`src/rsi_isqrt.sv`:
```
// ----------------------------------------------------------------------------
// rsi_isqrt: pipelined integer square root
// One root bit per stage, IW/2 stages, floor result; a tag travels alongside.
// ----------------------------------------------------------------------------
module rsi_isqrt #(
	parameter int IW = 64,
	parameter int TW = 8
) (
	input  logic              clk,
	input  logic              arst_n,
	input  logic              en,
	input  logic              in_vld,
	input  logic [IW-1:0]     in_rad,
	input  logic [TW-1:0]     in_tag,
	output logic              out_vld,
	output logic [IW/2-1:0]   out_root,
	output logic [TW-1:0]     out_tag
);
	localparam int RW = IW / 2;

	logic              vld_q  [RW];
	logic [RW+1:0]     rem_q  [RW];
	logic [RW-1:0]     root_q [RW];
	logic [IW-1:0]     x_q    [RW];
	logic [TW-1:0]     tag_q  [RW];

	for (genvar k = 0; k < RW; k++) begin : g_st
		logic          vld_i;
		logic [RW+1:0] rem_i;
		logic [RW-1:0] root_i;
		logic [IW-1:0] x_i;
		logic [TW-1:0] tag_i;
		logic [RW+3:0] cat;
		logic [RW+3:0] trial;
		logic          ge;

		if (k == 0) begin : g_first
			assign vld_i  = in_vld;
			assign rem_i  = '0;
			assign root_i = '0;
			assign x_i    = in_rad;
			assign tag_i  = in_tag;
		end else begin : g_next
			assign vld_i  = vld_q[k-1];
			assign rem_i  = rem_q[k-1];
			assign root_i = root_q[k-1];
			assign x_i    = x_q[k-1];
			assign tag_i  = tag_q[k-1];
		end

		assign cat   = {rem_i, x_i[IW-1:IW-2]};
		assign trial = (RW+4)'({root_i, 2'b01});
		assign ge    = cat >= trial;

		always_ff @(posedge clk or negedge arst_n) begin
			if (!arst_n) begin
				vld_q[k] <= 1'b0;
			end else if (en) begin
				vld_q[k] <= vld_i;
			end
		end

		always_ff @(posedge clk) begin
			if (en) begin
				rem_q[k]  <= ge ? (RW+2)'(cat - trial) : (RW+2)'(cat);
				root_q[k] <= {root_i[RW-2:0], ge};
				x_q[k]    <= {x_i[IW-3:0], 2'b00};
				tag_q[k]  <= tag_i;
			end
		end
	end

	assign out_vld  = vld_q[RW-1];
	assign out_root = root_q[RW-1];
	assign out_tag  = tag_q[RW-1];

endmodule

```
`config.mk`:
```
export PLATFORM = sky130hd
export DESIGN_NAME = rsi_isqrt
export DESIGN_NICKNAME = d
export VERILOG_FILES = /design/src/rsi_isqrt.sv
export SDC_FILE = /design/constraint.sdc
export NUM_CORES = 2
export LEC_CHECK = 0
export BUFFER_PORTS_ARGS = -buffer_cell sky130_fd_sc_hd__clkbuf_2
export CAP_MARGIN = 5
export CORE_MARGIN = 2
export CORE_UTILIZATION = 60
export CTS_CLUSTER_DIAMETER = 100
export CTS_CLUSTER_SIZE = 40
export DETAILED_ROUTE_END_ITERATION = 10
export PLACE_DENSITY = 0.8
export SYNTH_ARGS = -nofsm -noshare
export SYNTH_HDL_FRONTEND = slang
export SYNTH_MEMORY_MAX_BITS = 65536
export SYNTH_SLANG_ARGS = --single-unit
```
`constraint.sdc`:
```
create_clock -name clk -period 3.7 [get_ports clk]
set_input_delay 1.11 -clock clk [delete_from_list [all_inputs] [get_ports clk]]
set_output_delay 1.11 -clock clk [all_outputs]
set_load 0.005 [all_outputs]
```
==> impl_metrics.yaml <==
sta:
  finalCriticalPeriod_ps: 3620
  clock-skew-final_ps: 50.0
  hold_ws_ps: 339
  fin_crit_sh: 0.978
  hold_viol: 0
  clock.fmax_ghz: 0.276
  tightest_slew_ps: 782
  slew_violations: 0
  layout_setup_ws_ps: 81.3
  rsz0062_at_grt: "false"
  setup_viol: 0
  maxSlewHeadroom: 0.465
finish:
  drive_gt1_frac: 0.0729
  syn_to_final_growth_pct: 7.69
  design_area_mm2: 0.136
  stdcell_count: 12586
  layout.nets: 10355
die:
  dieHeight_um: 463
  start_util: 0.603
  io_pins: 117
  core-area_mm2: 0.209
  dieArea_mm2: 0.214
  dieWidth_um: 463
  std_cell_rows: 168
global_route:
  grt.overflow.total: 0
  grt_pass1_vias: 72281
  grt_max_degree: 98
  antenna_found_initial: 1
  grtUsageTotal: 0.226
  grt_pass1_wl_um: 389000
synth:
  synth-seq-area-share: 0.667
  ys_ff_latch: 2811
  ys.warnings.count: 0
  synthArstFlopShare: 0.0114
  synth_top_area_cell: "edfxtp_1"
  ys_types: 97
  syn-instance-count: 9420
  synth-edff-count: 2779
  syn_nets: 10058
  syn_avg_cell_area_um2: 13.4
  synth_ff_type: "edfxtp_1"
  synth.top_cell.area_share: 0.661
  synth.area.top_cells: "edfxtp_1, ha_1, xnor2_1"
  syn_area_mm2: 0.126
clocking:
  clk_pin_slew_ps: 130
  cts_buffers: 94
  clock_path_buffers: 3
  clk_latency_ps: 820
  clockRootBuffer: "clkbuf_16"
  hold_buffers: 0
  cts_tree: "built"
  cts_sinks: 2811
  h-tree-depth: 3
placement:
  dpl.hpwl_um: 183000
  place.port_buffers: 116
  dp_slack_ps: -195
  place_area_mm2: 0.132
  dp_cells: 12419
  gp_congestion: 0.912
drt:
  wl_um: 247000
  drt_iter0_drc: 5776
  drtPass1Iterations: 8
  wire_per_inst_um: 19.6
  vias: 73463
  postRouteAntennaNets: 0
  viasPerCell: 5.84
  drc: 0
critical_path:
  crit_path_start_kind: "flip-flop"
  crit_fanout: 33
  endpoint_kind: "flip-flop"
  cp.arrival_ps: 4190
  cp.required_ps: 4280
  worstSetupPathType: "flip-flop to flip-flop"
pwr:
  ir_drop_mv: 0.555
  power-per-cell-area_mw_per_mm2: 546
  fin_total_pwr_mw: 74.3
  p_leak_nw: 51.2
job:
  cap_violations: 0
worst_hold_path:
  min_path_type: "input pin to asynchronous set/reset pin"
run_status:
  outcome: "complete, no violations"
-- state kept, by name (all words and copies together) (netlist names) --
register	cells
rem_q	1003
x_q	992
root_q	528
tag_q	256
g_st.vld_i	31
out_vld	1
-- area by class of cell --
class / instances / area [um^2]
diodes: 2 / 5.00
clock buffers: 107 / 2410
clock inverters: 51 / 916
fillers: 14968 / 73300
inverters: 719 / 2700
multi-input cells: 5726 / 39000
flip-flops and latches: 2811 / 84300
well taps: 2805 / 3510
repair buffers: 365 / 3250
-- placed cells by master (no fill, tap or decap), types with 185 or more instances in the layout --
cell / n
o21ai_0: 522
nand2_1: 689
xnor2_1: 425
xor2_1: 408
edfxtp_1: 2779
ha_1: 562
nor3_1: 237
a21oi_1: 543
inv_1: 714
a21o_1: 237
nor2_1: 499
buf_4: 185
-- power by group --
| group | total [mW] | internal (mW) | switching [mW] |
|---|---|---|---|
| clock network | 15.1 | 5.41 | 9.67 |
| logic | 16.8 | 7.08 | 9.68 |
| registers | 42.5 | 39.9 | 2.59 |
-- cell usage after synthesis, types with 56 or more instances --
library cell	n
nor3_1	242
a21oi_1	546
xnor2_1	425
inv_1	714
and3_1	56
nor2b_1	81
a21o_1	237
clkbuf_1	135
mux2_2	89
nand3_1	128
nor2_1	499
nand2b_1	97
or3_1	116
o21ai_0	524
o21a_1	109
nor4_1	111
ha_1	562
nand4_1	96
o31ai_1	71
edfxtp_1	2779
nand2_1	689
xor2_1	408
-- critical path: stages, from the launching register on --
cell	delay, ps
edfxtp_1	430
or3_4	430
or4_4	460
or4_1	470
or3_1	410
nor3_4	270
nand3b_1	260
buf_4	330
mux2_2	320
-- routing by layer --
layer  share of wire  track usage
met4           0.035       0.0737
met1            0.42        0.291
met5               0            0
met3           0.037       0.0206
met2            0.51        0.405
-- cells by family after synthesis --
group,synth area share
xor+xnor,0.0578
simple gates,0.0919
other cells,0.0000297
flops,0.667
compound gates,0.0921
fa+ha+maj,0.0557
buf+inv,0.0264
mux,0.00912
-- path summary, 6_finish.rpt --
kind | startpoint | to | slack [ps] | cells past startpoint
min in group clk | x_q[23][56] | x_q[24][58] | 380 | 0
max | rem_q[1][22] | rem_q[1][43] | 80 | 8
min | arst_n | g_st[25].vld_i | 340 | 1
min reg2reg | x_q[23][56] | x_q[24][58] | 380 | 0
max reg2reg | rem_q[1][22] | rem_q[1][43] | 80 | 8
max in group asynchronous | arst_n | g_st[3].vld_i | 2880 | 1
-- metrics by stage --
stage | utilization | setup TNS, ps
after detailed placement | 0.633 | -1890
after floorplan | - | 0
after global routing | 0.650 | 0
after CTS | 0.649 | 0
after global placement | 0.633 | -165
final | 0.650 | 0
-- timing repair --
| item | in CTS | in global routing |
|---|---|---|
| setup buffers | 0 | 7 |
| endpoints found under the setup margin | 29 | 157 |
| gates resized for setup | 5 | 32 |
| pin swaps | 0 | 8 |
No activity file was read; power rests on OpenSTA's default activity.
