[src/rsi_skid.sv]
// ----------------------------------------------------------------------------
// rsi_skid: output register with one spare entry
// Ready toward the pipeline is registered; it drops only when the spare fills.
// ----------------------------------------------------------------------------
module rsi_skid #(
	parameter int W = 8
) (
	input  logic          clk,
	input  logic          arst_n,
	input  logic          in_vld,
	input  logic [W-1:0]  in_data,
	output logic          in_rdy,
	output logic          out_vld,
	input  logic          out_rdy,
	output logic [W-1:0]  out_data
);
	logic          out_vld_q;
	logic          spare_vld_q;
	logic [W-1:0]  out_q;
	logic [W-1:0]  spare_q;

	assign in_rdy   = !spare_vld_q;
	assign out_vld  = out_vld_q;
	assign out_data = out_q;

	always_ff @(posedge clk or negedge arst_n) begin
		if (!arst_n) begin
			out_vld_q   <= 1'b0;
			spare_vld_q <= 1'b0;
		end else if (!out_vld_q || out_rdy) begin
			if (spare_vld_q) begin
				out_vld_q   <= 1'b1;
				spare_vld_q <= 1'b0;
			end else begin
				out_vld_q <= in_vld;
			end
		end else if (in_vld && !spare_vld_q) begin
			spare_vld_q <= 1'b1;
		end
	end

	always_ff @(posedge clk) begin
		if (!out_vld_q || out_rdy) begin
			out_q <= spare_vld_q ? spare_q : in_data;
		end else if (!spare_vld_q) begin
			spare_q <= in_data;
		end
	end

endmodule

[config.mk]
export PLATFORM = sky130hd
export DESIGN_NAME = rsi_skid
export DESIGN_NICKNAME = d
export VERILOG_FILES = /design/src/rsi_skid.sv
export SDC_FILE = /design/constraint.sdc
export NUM_CORES = 1
export LEC_CHECK = 0
export ABC_AREA = 1
export BUFFER_PORTS_ARGS = -buffer_cell sky130_fd_sc_hd__buf_4
export CAP_MARGIN = 20
export CORE_MARGIN = 1.5
export CORE_UTILIZATION = 44
export CTS_BUF_LIST = sky130_fd_sc_hd__clkbuf_4 sky130_fd_sc_hd__clkbuf_8
export CTS_CLUSTER_SIZE = 30
export DETAILED_ROUTE_END_ITERATION = 7
export GPL_TIMING_DRIVEN = 0
export PLACE_DENSITY = 0.71
export SYNTH_ARGS = -nofsm -noshare
export SYNTH_HDL_FRONTEND = slang
export SYNTH_SLANG_ARGS = --single-unit
[constraint.sdc]
create_clock -name clk -period 2.86 [get_ports clk]
set_clock_uncertainty 0.05 [all_clocks]
set_input_delay 0.143 -clock clk [delete_from_list [all_inputs] [get_ports clk]]
set_output_delay 0.143 -clock clk [all_outputs]
set_load 0.1 [all_outputs]
==> results.sh, run 1 <==
export IMPL_status="finished clean"
export IMPL_rr_worst_depth=2
export IMPL_worstMarginPinSlew_ns=0.4554
export IMPL_initial_utilization_pct=49.45
export IMPL_antenna_cells=0
export IMPL_wl_mm=1.084
export IMPL_cp_end_kind="flip-flop"
export IMPL_pwr_share_comb_pct=28.5
export IMPL_path_delay_family="buffers and inverters"
export IMPL_netSwitchingFraction_pct=34.83
export IMPL_overflow=0
export IMPL_numCtsBuffers=3
export IMPL_syn_area_sq_um=675.6
export IMPL_path_cells="nand2_1 -> inv_1"
export IMPL_die_h_um=42.19
export IMPL_clock_sinks=18
export IMPL_drtPass1Iterations=4
export IMPL_power_switching_uw=216.9
export IMPL_finalHoldViolCount=0
export IMPL_ys_ff_latch=18
export IMPL_cpMaxStageDelayCell="inv_1"
export IMPL_wl_per_cell_um=11.91
export IMPL_antenna_left=0
export IMPL_fmax_ghz=0.7241
export IMPL_grt_first_pass_wirelength_mm=1.842
export IMPL_layout_drive_gt1_share_pct=36.84
export IMPL_seqPwrFrac_pct=52.0
export IMPL_nNetsFinal=89
export IMPL_clkSlewWorstSetupHoldPaths_ns=0.09
export IMPL_yosysTopAreaCell="edfxtp_1"
export IMPL_powerDensity_nw_per_um2=701.2
export IMPL_drc=0
export IMPL_cts_max_level=1
export IMPL_relSlewSlack_pct=69.57
export IMPL_internal_power_uw=405.9
export IMPL_power_leakage_nw=0.4042
export IMPL_synth_top_cell_area_share_pct=71.11
export IMPL_synth_nets=62
export IMPL_area_growth_pct=31.48
export IMPL_first_iter_violations=5
export IMPL_cp_slowest_stage_delay_ns=0.38
export IMPL_start_kind="flip-flop"
export IMPL_required_ns=2.77
export IMPL_dieArea_sq_um=1780
export IMPL_synth_area_per_cell_sq_um=13.51
export IMPL_vias=423
export IMPL_grt_max_degree=12
export IMPL_crit_type="flip-flop to flip-flop"
export IMPL_whs_path_depth=3
export IMPL_hp_class="input port to flip-flop"
export IMPL_layout_common_cells="nand2_1 (26), buf_4 (21), edfxtp_1 (16), clkbuf_4 (3)"
export IMPL_clk_insertion_delay_late_ns=0.28
export IMPL_layout_commonest_cell="nand2_1"
export IMPL_rsz0062_at_grt="no"
export IMPL_yosysUniqueCellTypes=8
export IMPL_fin_tns_setup_ns=0
export IMPL_setup_viol=0
export IMPL_globalplace_congestion=0.6568
export IMPL_path_buf_inv=1
export IMPL_die_x_um=42.19
export IMPL_cp_max_fo=11
export IMPL_yosys_top_cells_area="edfxtp_1 (71%), nand2_1 (14%), dfrtp_1 (7.4%)"
export IMPL_synthCells=50
export IMPL_ios=22
export IMPL_clkPwrFrac_pct=19.5
export IMPL_grt_usage_pct=13.80
export IMPL_cts_tree="built"
export IMPL_maxSlewViolCount=0
export IMPL_min_period_ns=1.381
export IMPL_core_sq_um=1366
export IMPL_drv_cap=0
export IMPL_setup_ws_ns=1.479
export IMPL_hpwl_um=732.4
export IMPL_first_global_vias=425
export IMPL_peakVddDrop_v=0.0004098
export IMPL_cp_arrival_ns=1.29
export IMPL_yosysSeqAreaShare_pct=78.52
export IMPL_rows=13
export IMPL_ys_warn_count=0
export IMPL_min_period_over_period_pct=48.29
export IMPL_pre_cts_slack_ns=1.466
export IMPL_grt_antenna_before_repair=0
export IMPL_worst_path_stages=2
export IMPL_via_per_inst=4.648
export IMPL_io_buffer_count=21
export IMPL_cts_root_buf="clkbuf_4"
export IMPL_max_clock_path_buffers=2
sequential cells by signal, summed over array words and instances, names as in the netlist:
| register | cells |
|---|---|
| out_vld | 1 |
| out_data | 8 |
| spare_vld_q | 1 |
| spare_q | 8 |
final cells by class:
type                       count  area [sq um]
inverter                       3         18.77
clock inverter                 1         3.754
multi-input combinational     28         115.1
tap                           15         18.77
clock buffer                   3         22.52
timing repair buffer          22         167.7
sequential                    18         530.5
buffer                         1         11.26
fill                         110         478.0
per-layer routing:
metal	vias up	part of all wire [%]	global-route usage, %
li1	219	-	-
met1	189	45	18.16
met2	15	49	21.54
met3	0	6.5	3.879
met4	0	0	5.625
met5	-	0	0
Yosys cell counts:
master    count
buf_6         1
edfxtp_1     16
inv_8         1
nand2_1      26
nor2_2        1
nor2_4        1
inv_1         2
dfrtp_1       2
through the flow:
step | utilization [%] | area (sq um) | cells | hold slack, ns | power [mW]
detailed placement | 62.36 | 852.1 | 86 | -0.1237 | 0.5069
floorplan | - | 675.6 | 50 | -0.2026 | 0.4644
CTS | 65.02 | 888.4 | 91 | 0.01239 | 0.6290
finish | 65.02 | 888.4 | 91 | 0.02028 | 0.6229
global route | 65.02 | 888.4 | 91 | 0.006379 | 0.6496
global placement | 62.36 | 852.1 | 86 | -0.1249 | 0.5048
kinds of logic (layout without fill, tap and decap cells):
group / Yosys count / after routing / synth area share [%]
AND/OR/NAND/NOR: 28 / 28 / 17.04
buffers and inverters: 4 / 30 / 4.445
flip-flops: 18 / 18 / 78.52
worst paths after layout:
| check | startpoint | end | slack (ns) |
|---|---|---|---|
| hold reg to reg | spare_q[5]$_DFFE_PN_ | spare_q[5]$_DFFE_PN_ | 0.50 |
| setup / recovery | out_vld$_DFFE_PN0P_ | spare_q[7]$_DFFE_PN_ | 1.48 |
| hold / removal | in_vld | out_vld$_DFFE_PN0P_ | 0.02 |
| max in group asynchronous | arst_n | out_vld$_DFFE_PN0P_ | 2.55 |
| setup reg to reg | out_vld$_DFFE_PN0P_ | spare_q[7]$_DFFE_PN_ | 1.48 |
| min in group asynchronous | arst_n | spare_vld_q$_DFFE_PN0P_ | 0.13 |
repair_timing:
item,4_1_cts,5_1_grt
resized for setup,0,0
hold buffers,1,0
setup buffers,0,0
hold endpoints to repair,2,0
tightest hold or removal path: cells and delay by family:
| family | cells | cell delay [ns] |
|---|---|---|
| buffers and inverters | 1 | 0.09 |
| and+or+nand+nor | 2 | 0.08 |
power by group through the flow:
stage          combinational (mW)  clock (mW)  sequential (mW)
2_1_floorplan              0.0371           0            0.427
3_3_place_gp                0.175           0            0.329
3_5_place_dp                0.177           0            0.330
4_1_cts                     0.178       0.127            0.324
5_1_grt                     0.185       0.138            0.327
6_report                    0.177       0.122            0.324
Note: power is estimated with default switching activity, not from simulation.
==> run 2, diff against run 1 <==
- ABC_AREA: 1 -> 0
- PLACE_DENSITY: 0.71 -> 0.73
- clock period: 2.86 -> 1.1 ns (I/O delays scaled with it)
==> run 2 against run 1 <==
Net effect:
- the run now ends with negative setup slack left
- setup slack got worse by 1.6 ns
- synthesized cell count fell by 34%
- final cell count fell by 15%
- critical path depth rose by 1
- wire length fell by 6.3%
- global-route usage fell by 0.34 points
- power rose to 2.7 times the previous value
- via count fell by 11%
- register-to-register slack got worse by 1.5 ns
- die area rose by 1.5%
- design area rose by 8.9%
- critical path type is now flip-flop to output pin
- largest power group unchanged
- highest routed layer unchanged
==> results.sh, run 2 <==
export IMPL_yosys_top_cells_count="edfxtp_1 (16), mux2_4 (8), dfrtp_1 (2), inv_1 (2), nor2_1 (2)"
export IMPL_setup_ws_ns=-0.08849
export IMPL_drtPass1Iterations=4
export IMPL_powerDensity_nw_per_um2=1732
export IMPL_min_period_over_period_pct=108.0
export IMPL_clk_insertion_delay_late_ns=0.27
export IMPL_synth_adder_area_share_pct=0
export IMPL_yosys_area_share_simple_pct=2.550
export IMPL_fin_area_sq_um=967.2
export IMPL_yosys_top_cells_area="edfxtp_1 (70%), mux2_4 (17%), dfrtp_1 (7.3%)"
export IMPL_endpoint="in_rdy"
export IMPL_drv_cap=0
export IMPL_peakVddDrop_v=0.0009759
export IMPL_violations="negative setup slack"
export IMPL_nFillCells=108
export IMPL_fin_hold_ws_ns=0.02284
export IMPL_reg2reg_slack_ns=-0.06
export IMPL_core_sq_um=1489
export IMPL_die_x_um=42.51
export IMPL_synth_edf_count=16
export IMPL_ys_ff_latch=18
export IMPL_synth_most_common_cell="edfxtp_1"
export IMPL_layout_common_cells="buf_4 (20), edfxtp_1 (16), mux2_4 (8), clkbuf_4 (4)"
export IMPL_cts_max_level=1
export IMPL_via_per_inst=4.909
export IMPL_io_buffer_count=21
export IMPL_total_power_mw=1.675
export IMPL_vias=378
export IMPL_grt_max_degree=12
export IMPL_synthFlopType="edfxtp_1"
export IMPL_clkSlewWorstSetupHoldPaths_ns=0.10
export IMPL_layout_commonest_cell="buf_4"
export IMPL_reg2reg_from="spare_vld_q$_DFFE_PN0P_"
export IMPL_final_util_pct=64.96
export IMPL_worstMarginPinSlew_ns=0.2800
export IMPL_synthCells=33
export IMPL_fin_cells=77
export IMPL_placed_area_sq_um=882.1
export IMPL_area_growth_pct=40.80
export IMPL_antenna_left=0
export IMPL_yosysTopAreaCell="edfxtp_1"
export IMPL_ios=22
export IMPL_layout_drive_gt1_share_pct=63.93
export IMPL_synth_xor_area_share_pct=0
export IMPL_cts_tree="built"
export IMPL_power_leakage_nw=0.4086
export IMPL_cp_arrival_ns=1.08
export IMPL_cp_max_fo=5
export IMPL_grt_usage_pct=13.46
export IMPL_start_kind="flip-flop"
export IMPL_yosysSeqAreaShare_pct=77.23
export IMPL_yosysUniqueCellTypes=8
export IMPL_ys_warn_count=0
export IMPL_antenna_cells=0
export IMPL_relSlewSlack_pct=81.49
export IMPL_top_layer_used="met3"
export IMPL_clock_sinks=18
export IMPL_hp_class="input port to flip-flop"
export IMPL_rr_worst_depth=2
export IMPL_first_global_vias=409
export IMPL_cp_end_kind="output pin"
export IMPL_rsz0062_at_grt="yes"
export IMPL_first_iter_violations=6
export IMPL_wl_met3_um=47
export IMPL_seq_area_sq_um=534.3
export IMPL_overflow=0
export IMPL_pre_cts_slack_ns=-0.03388
export IMPL_die_h_um=42.51
export IMPL_min_period_ns=1.188
export IMPL_grt_first_pass_wirelength_mm=1.745
export IMPL_wl_met1_um=392
export IMPL_synth_area_per_cell_sq_um=20.82
export IMPL_grt_antenna_before_repair=0
export IMPL_setup_viol=17
export IMPL_synth_compound_area_share_pct=0
export IMPL_dieArea_sq_um=1807
export IMPL_synth_top_cell_area_share_pct=69.95
export IMPL_syn_area_sq_um=686.9
export IMPL_maxSlewViolCount=0
export IMPL_globalplace_congestion=0.6037
export IMPL_wl_mm=1.016
export IMPL_fin_tns_setup_ns=-0.9234
export IMPL_dp_cells=70
export IMPL_r2r_end="spare_q[0]$_DFFE_PN_"
export IMPL_dr_wl_met2_um=575
export IMPL_required_ns=1.00
export IMPL_synth_top_family_by_area="multiplexers"
export IMPL_initial_utilization_pct=46.13
export IMPL_max_clock_path_buffers=2
export IMPL_synthMuxAreaShare_pct=17.49
export IMPL_wl_per_cell_um=13.19
export IMPL_crit_start="spare_vld_q$_DFFE_PN0P_"
export IMPL_fmax_ghz=0.8414
export IMPL_status="complete, but fails checks"
export IMPL_synth_nets=45
export IMPL_async_flop_share_pct=11.11
export IMPL_drc=0
export IMPL_finalHoldViolCount=0
export IMPL_numCtsBuffers=3
export IMPL_multi_input_area_sq_um=145.1
export IMPL_crit_type="flip-flop to output pin"
export IMPL_cts_root_buf="clkbuf_4"
export IMPL_rows=14
export IMPL_nNetsFinal=74
==> run 2: cell count changes after synthesis, sizes merged <==
cell	previous run	this run
nand2	26	1
nand2b	0	1
inv	3	2
mux2	0	8
==> run 2: cell type report <==
| class | instances | share of cell area (%) |
|---|---|---|
| clock buffer | 4 | 3.105 |
| sequential | 18 | 55.24 |
| multi-input combinational | 12 | 15.01 |
| timing repair buffer | 24 | 21.73 |
| tap | 16 | 2.070 |
| buffer | 1 | 1.164 |
| inverter | 2 | 1.682 |
==> run 2: timing repair <==
action	4_1_cts	5_1_grt
gates cloned	1	0
hold buffers	2	0
endpoints found under the hold margin	4	0
setup buffers	0	0
setup endpoints to repair	18	18
pin swaps	0	0
resized for setup	5	3
==> run 2: metal layers <==
| layer | GRT usage [%] | vias up |
|---|---|---|
| met2 | 23.69 | 16 |
| met5 | 0 | - |
| met1 | 16.52 | 184 |
| li1 | - | 178 |
| met3 | 3.017 | 0 |
| met4 | 3.750 | 0 |
==> run 2: cells by family (layout without fill, tap and decap cells) <==
| group | Yosys count | in the layout |
|---|---|---|
| buf+inv | 3 | 31 |
| flops | 18 | 18 |
| mux | 8 | 8 |
| simple gates | 4 | 4 |
==> run 2: worst min-delay path by stage <==
| stage | slack [ns] | start | cells after the start | end |
|---|---|---|---|---|
| floorplan | -0.29 | arst_n | 0 | spare_vld_q$_DFFE_PN0P_ |
| global placement | -0.21 | arst_n | 1 | spare_vld_q$_DFFE_PN0P_ |
| detailed placement | -0.21 | arst_n | 1 | spare_vld_q$_DFFE_PN0P_ |
| CTS | 0.02 | in_data[2] | 2 | out_data[2]$_DFFE_PP_ |
| global route | 0.02 | in_data[2] | 2 | out_data[2]$_DFFE_PP_ |
| finish | 0.02 | in_data[2] | 2 | out_data[2]$_DFFE_PP_ |
==> run 2: report_power, final <==
part           internal (mW)  switching [mW]  total [mW]
Sequential             0.822          0.0217       0.844
Combinational          0.148           0.332       0.479
Clock                  0.165           0.187       0.352
==> run 2: critical path: stages, from the launching register on <==
cell and delay, ns:
dfrtp_1 0.38, buf_6 0.15, clkinvlp_4 0.10, buf_12 0.17
==> run 3, diff against run 2 <==
- CORE_UTILIZATION: 44 -> 45
- PLACE_DENSITY: 0.73 -> 0.75
==> run 3 against run 2 <==
Net effect:
- the run still ends with negative setup slack left
- critical path depth stayed put
- worst hold slack worse by 0.0043 ns
- wire length is 23% higher
- sequential cell count stayed put
- clock power is 6.8% lower
- critical path type unchanged
- sequential share of layout area is 0.72 points lower
- clock-buffer cell count is 1 lower
- setup slack worse by 0.050 ns
- design area is 1.6% higher
- fmax is 4.0% lower
- first-iteration DRC count is 67% lower
- combinational power is 4% higher
==> results.sh, run 3 (synthesized netlist as in run 2, its figures left out) <==
export IMPL_status="complete, but fails checks"
export IMPL_violations="negative setup slack"
export IMPL_rsz0062_at_grt="yes"
export IMPL_cp_slowest_stage_delay_ns=0.45
export IMPL_fin_tns_setup_ns=-1.796
export IMPL_layout_common_cells="buf_4 (19), edfxtp_1 (16), mux2_4 (8), clkbuf_4 (3)"
export IMPL_drtPass1Iterations=3
export IMPL_fin_cells=76
export IMPL_rows=13
export IMPL_via_per_inst=5.039
export IMPL_layout_commonest_cell="buf_4"
export IMPL_crit_type="flip-flop to output pin"
export IMPL_reg2reg_slack_ns=-0.12
export IMPL_io_buffer_count=21
export IMPL_peakVddDrop_v=0.0008976
export IMPL_min_to="spare_q[4]$_DFFE_PN_"
export IMPL_fin_area_sq_um=982.2
export IMPL_die_h_um=42.07
export IMPL_vias=383
export IMPL_total_power_mw=1.672
export IMPL_clkSlewWorstSetupHoldPaths_ns=0.10
export IMPL_setup_ws_ns=-0.1385
export IMPL_drv_cap=0
export IMPL_cts_max_level=1
export IMPL_first_iter_violations=2
export IMPL_min_period_over_period_pct=112.6
export IMPL_hp_start="in_data[4]"
export IMPL_clk_insertion_delay_late_ns=0.28
export IMPL_power_leakage_nw=0.4118
export IMPL_placed_area_sq_um=880.8
export IMPL_worstMarginPinSlew_ns=0.2824
export IMPL_powerDensity_nw_per_um2=1703
export IMPL_clock_sinks=18
export IMPL_nFillCells=93
export IMPL_r2r_end="out_data[3]$_DFFE_PP_"
export IMPL_ios=22
export IMPL_nNetsFinal=74
export IMPL_wl_mm=1.249
export IMPL_die_x_um=42.07
export IMPL_grt_usage_pct=15.76
export IMPL_reg2reg_from="spare_vld_q$_DFFE_PN0P_"
export IMPL_rr_worst_depth=2
export IMPL_overflow=0
export IMPL_relSlewSlack_pct=81.33
export IMPL_cts_tree="built"
export IMPL_grt_antenna_before_repair=0
export IMPL_whs_path_depth=2
export IMPL_path_buf_inv=3
export IMPL_area_growth_pct=42.99
export IMPL_required_ns=1.00
export IMPL_antenna_cells=0
export IMPL_cts_root_buf="clkbuf_4"
export IMPL_hpwl_um=808.5
export IMPL_finalHoldViolCount=0
export IMPL_core_sq_um=1366
export IMPL_cpMaxStageDelayCell="dfrtp_2"
export IMPL_max_clock_path_buffers=2
export IMPL_cp_end_kind="output pin"
export IMPL_maxSlewViolCount=0
export IMPL_globalplace_congestion=0.6114
export IMPL_hp_class="input port to flip-flop"
export IMPL_start_kind="flip-flop"
export IMPL_path_cells="buf_8 -> clkinvlp_4 -> buf_12"
export IMPL_wl_per_cell_um=16.43
export IMPL_path_delay_family="flip-flops"
export IMPL_dp_cells=69
export IMPL_grt_first_pass_wirelength_mm=1.945
export IMPL_layout_drive_gt1_share_pct=63.93
export IMPL_first_global_vias=401
export IMPL_initial_utilization_pct=50.27
export IMPL_cp_max_fo=5
export IMPL_cp_arrival_ns=1.13
export IMPL_numCtsBuffers=3
export IMPL_drc=0
export IMPL_antenna_left=0
export IMPL_grt_max_degree=12
export IMPL_fmax_ghz=0.8074
export IMPL_setup_viol=17
export IMPL_dieArea_sq_um=1770
export IMPL_min_period_ns=1.239
## run 3: changes by cell type in the layout (fill, tap and decap cells not counted), sizes merged
| cell | change |
|---|---|
| buf | -1 |
| clkinv | +1 |
## run 3: cell type report
type                       instances  area, sq um  area share, %
inverter                           2        13.76          1.401
sequential                        18        535.5          54.52
clock buffer                       3        22.52          2.293
clock inverter                     1        3.754         0.3822
multi-input combinational         12        145.1          14.78
timing repair buffer              24        227.7          23.18
buffer                             1        15.01          1.529
tap                               15        18.77          1.911
## run 3: what timing repair did
action / CTS / global route
endpoints found under the setup margin: 18 / 18
setup buffers: 0 / 0
resized for setup: 4 / 4
endpoints found under the hold margin: 4 / 0
cloned: 0 / 1
hold buffers: 2 / 0
## run 3: metrics by stage
step	hold WS [ns]	worst slack (ns)	utilization, %
2_1_floorplan	-0.2906	-0.1233	-
3_3_place_gp	-0.2132	-0.02136	64.47
3_5_place_dp	-0.2109	-0.04199	64.47
4_1_cts	0.01304	-0.1215	68.96
5_1_grt	-0.00003281	-0.1665	71.89
6_report	0.01855	-0.1385	71.89
## run 3: worst max-delay path by stage
stage,cells after the start,to,startpoint,slack (ns)
final,3,in_rdy,spare_vld_q$_DFFE_PN0P_,-0.14
after global routing,3,in_rdy,spare_vld_q$_DFFE_PN0P_,-0.17
after CTS,3,in_rdy,spare_vld_q$_DFFE_PN0P_,-0.12
after detailed placement,2,out_data[5]$_DFFE_PP_,spare_vld_q$_DFFE_PN0P_,-0.04
after global placement,2,spare_q[0]$_DFFE_PN_,spare_vld_q$_DFFE_PN0P_,-0.02
after floorplan,2,spare_q[0]$_DFFE_PN_,out_vld$_DFFE_PN0P_,-0.12
## run 3: metal layers
metal	up-vias	share of wire, %	track usage, %	wire length (um)
met5	-	0	0	0
met4	0	0.56	7.500	7
met3	2	5.8	5.172	73
met2	15	54	25.62	679
met1	188	39	18.95	489
li1	178	-	-	-
## run 3: power breakdown
part,internal [mW],leakage (nW),switching [mW],total [mW]
registers,0.823,0.178,0.0250,0.848
clock network,0.132,0.0154,0.197,0.328
logic,0.158,0.218,0.338,0.496
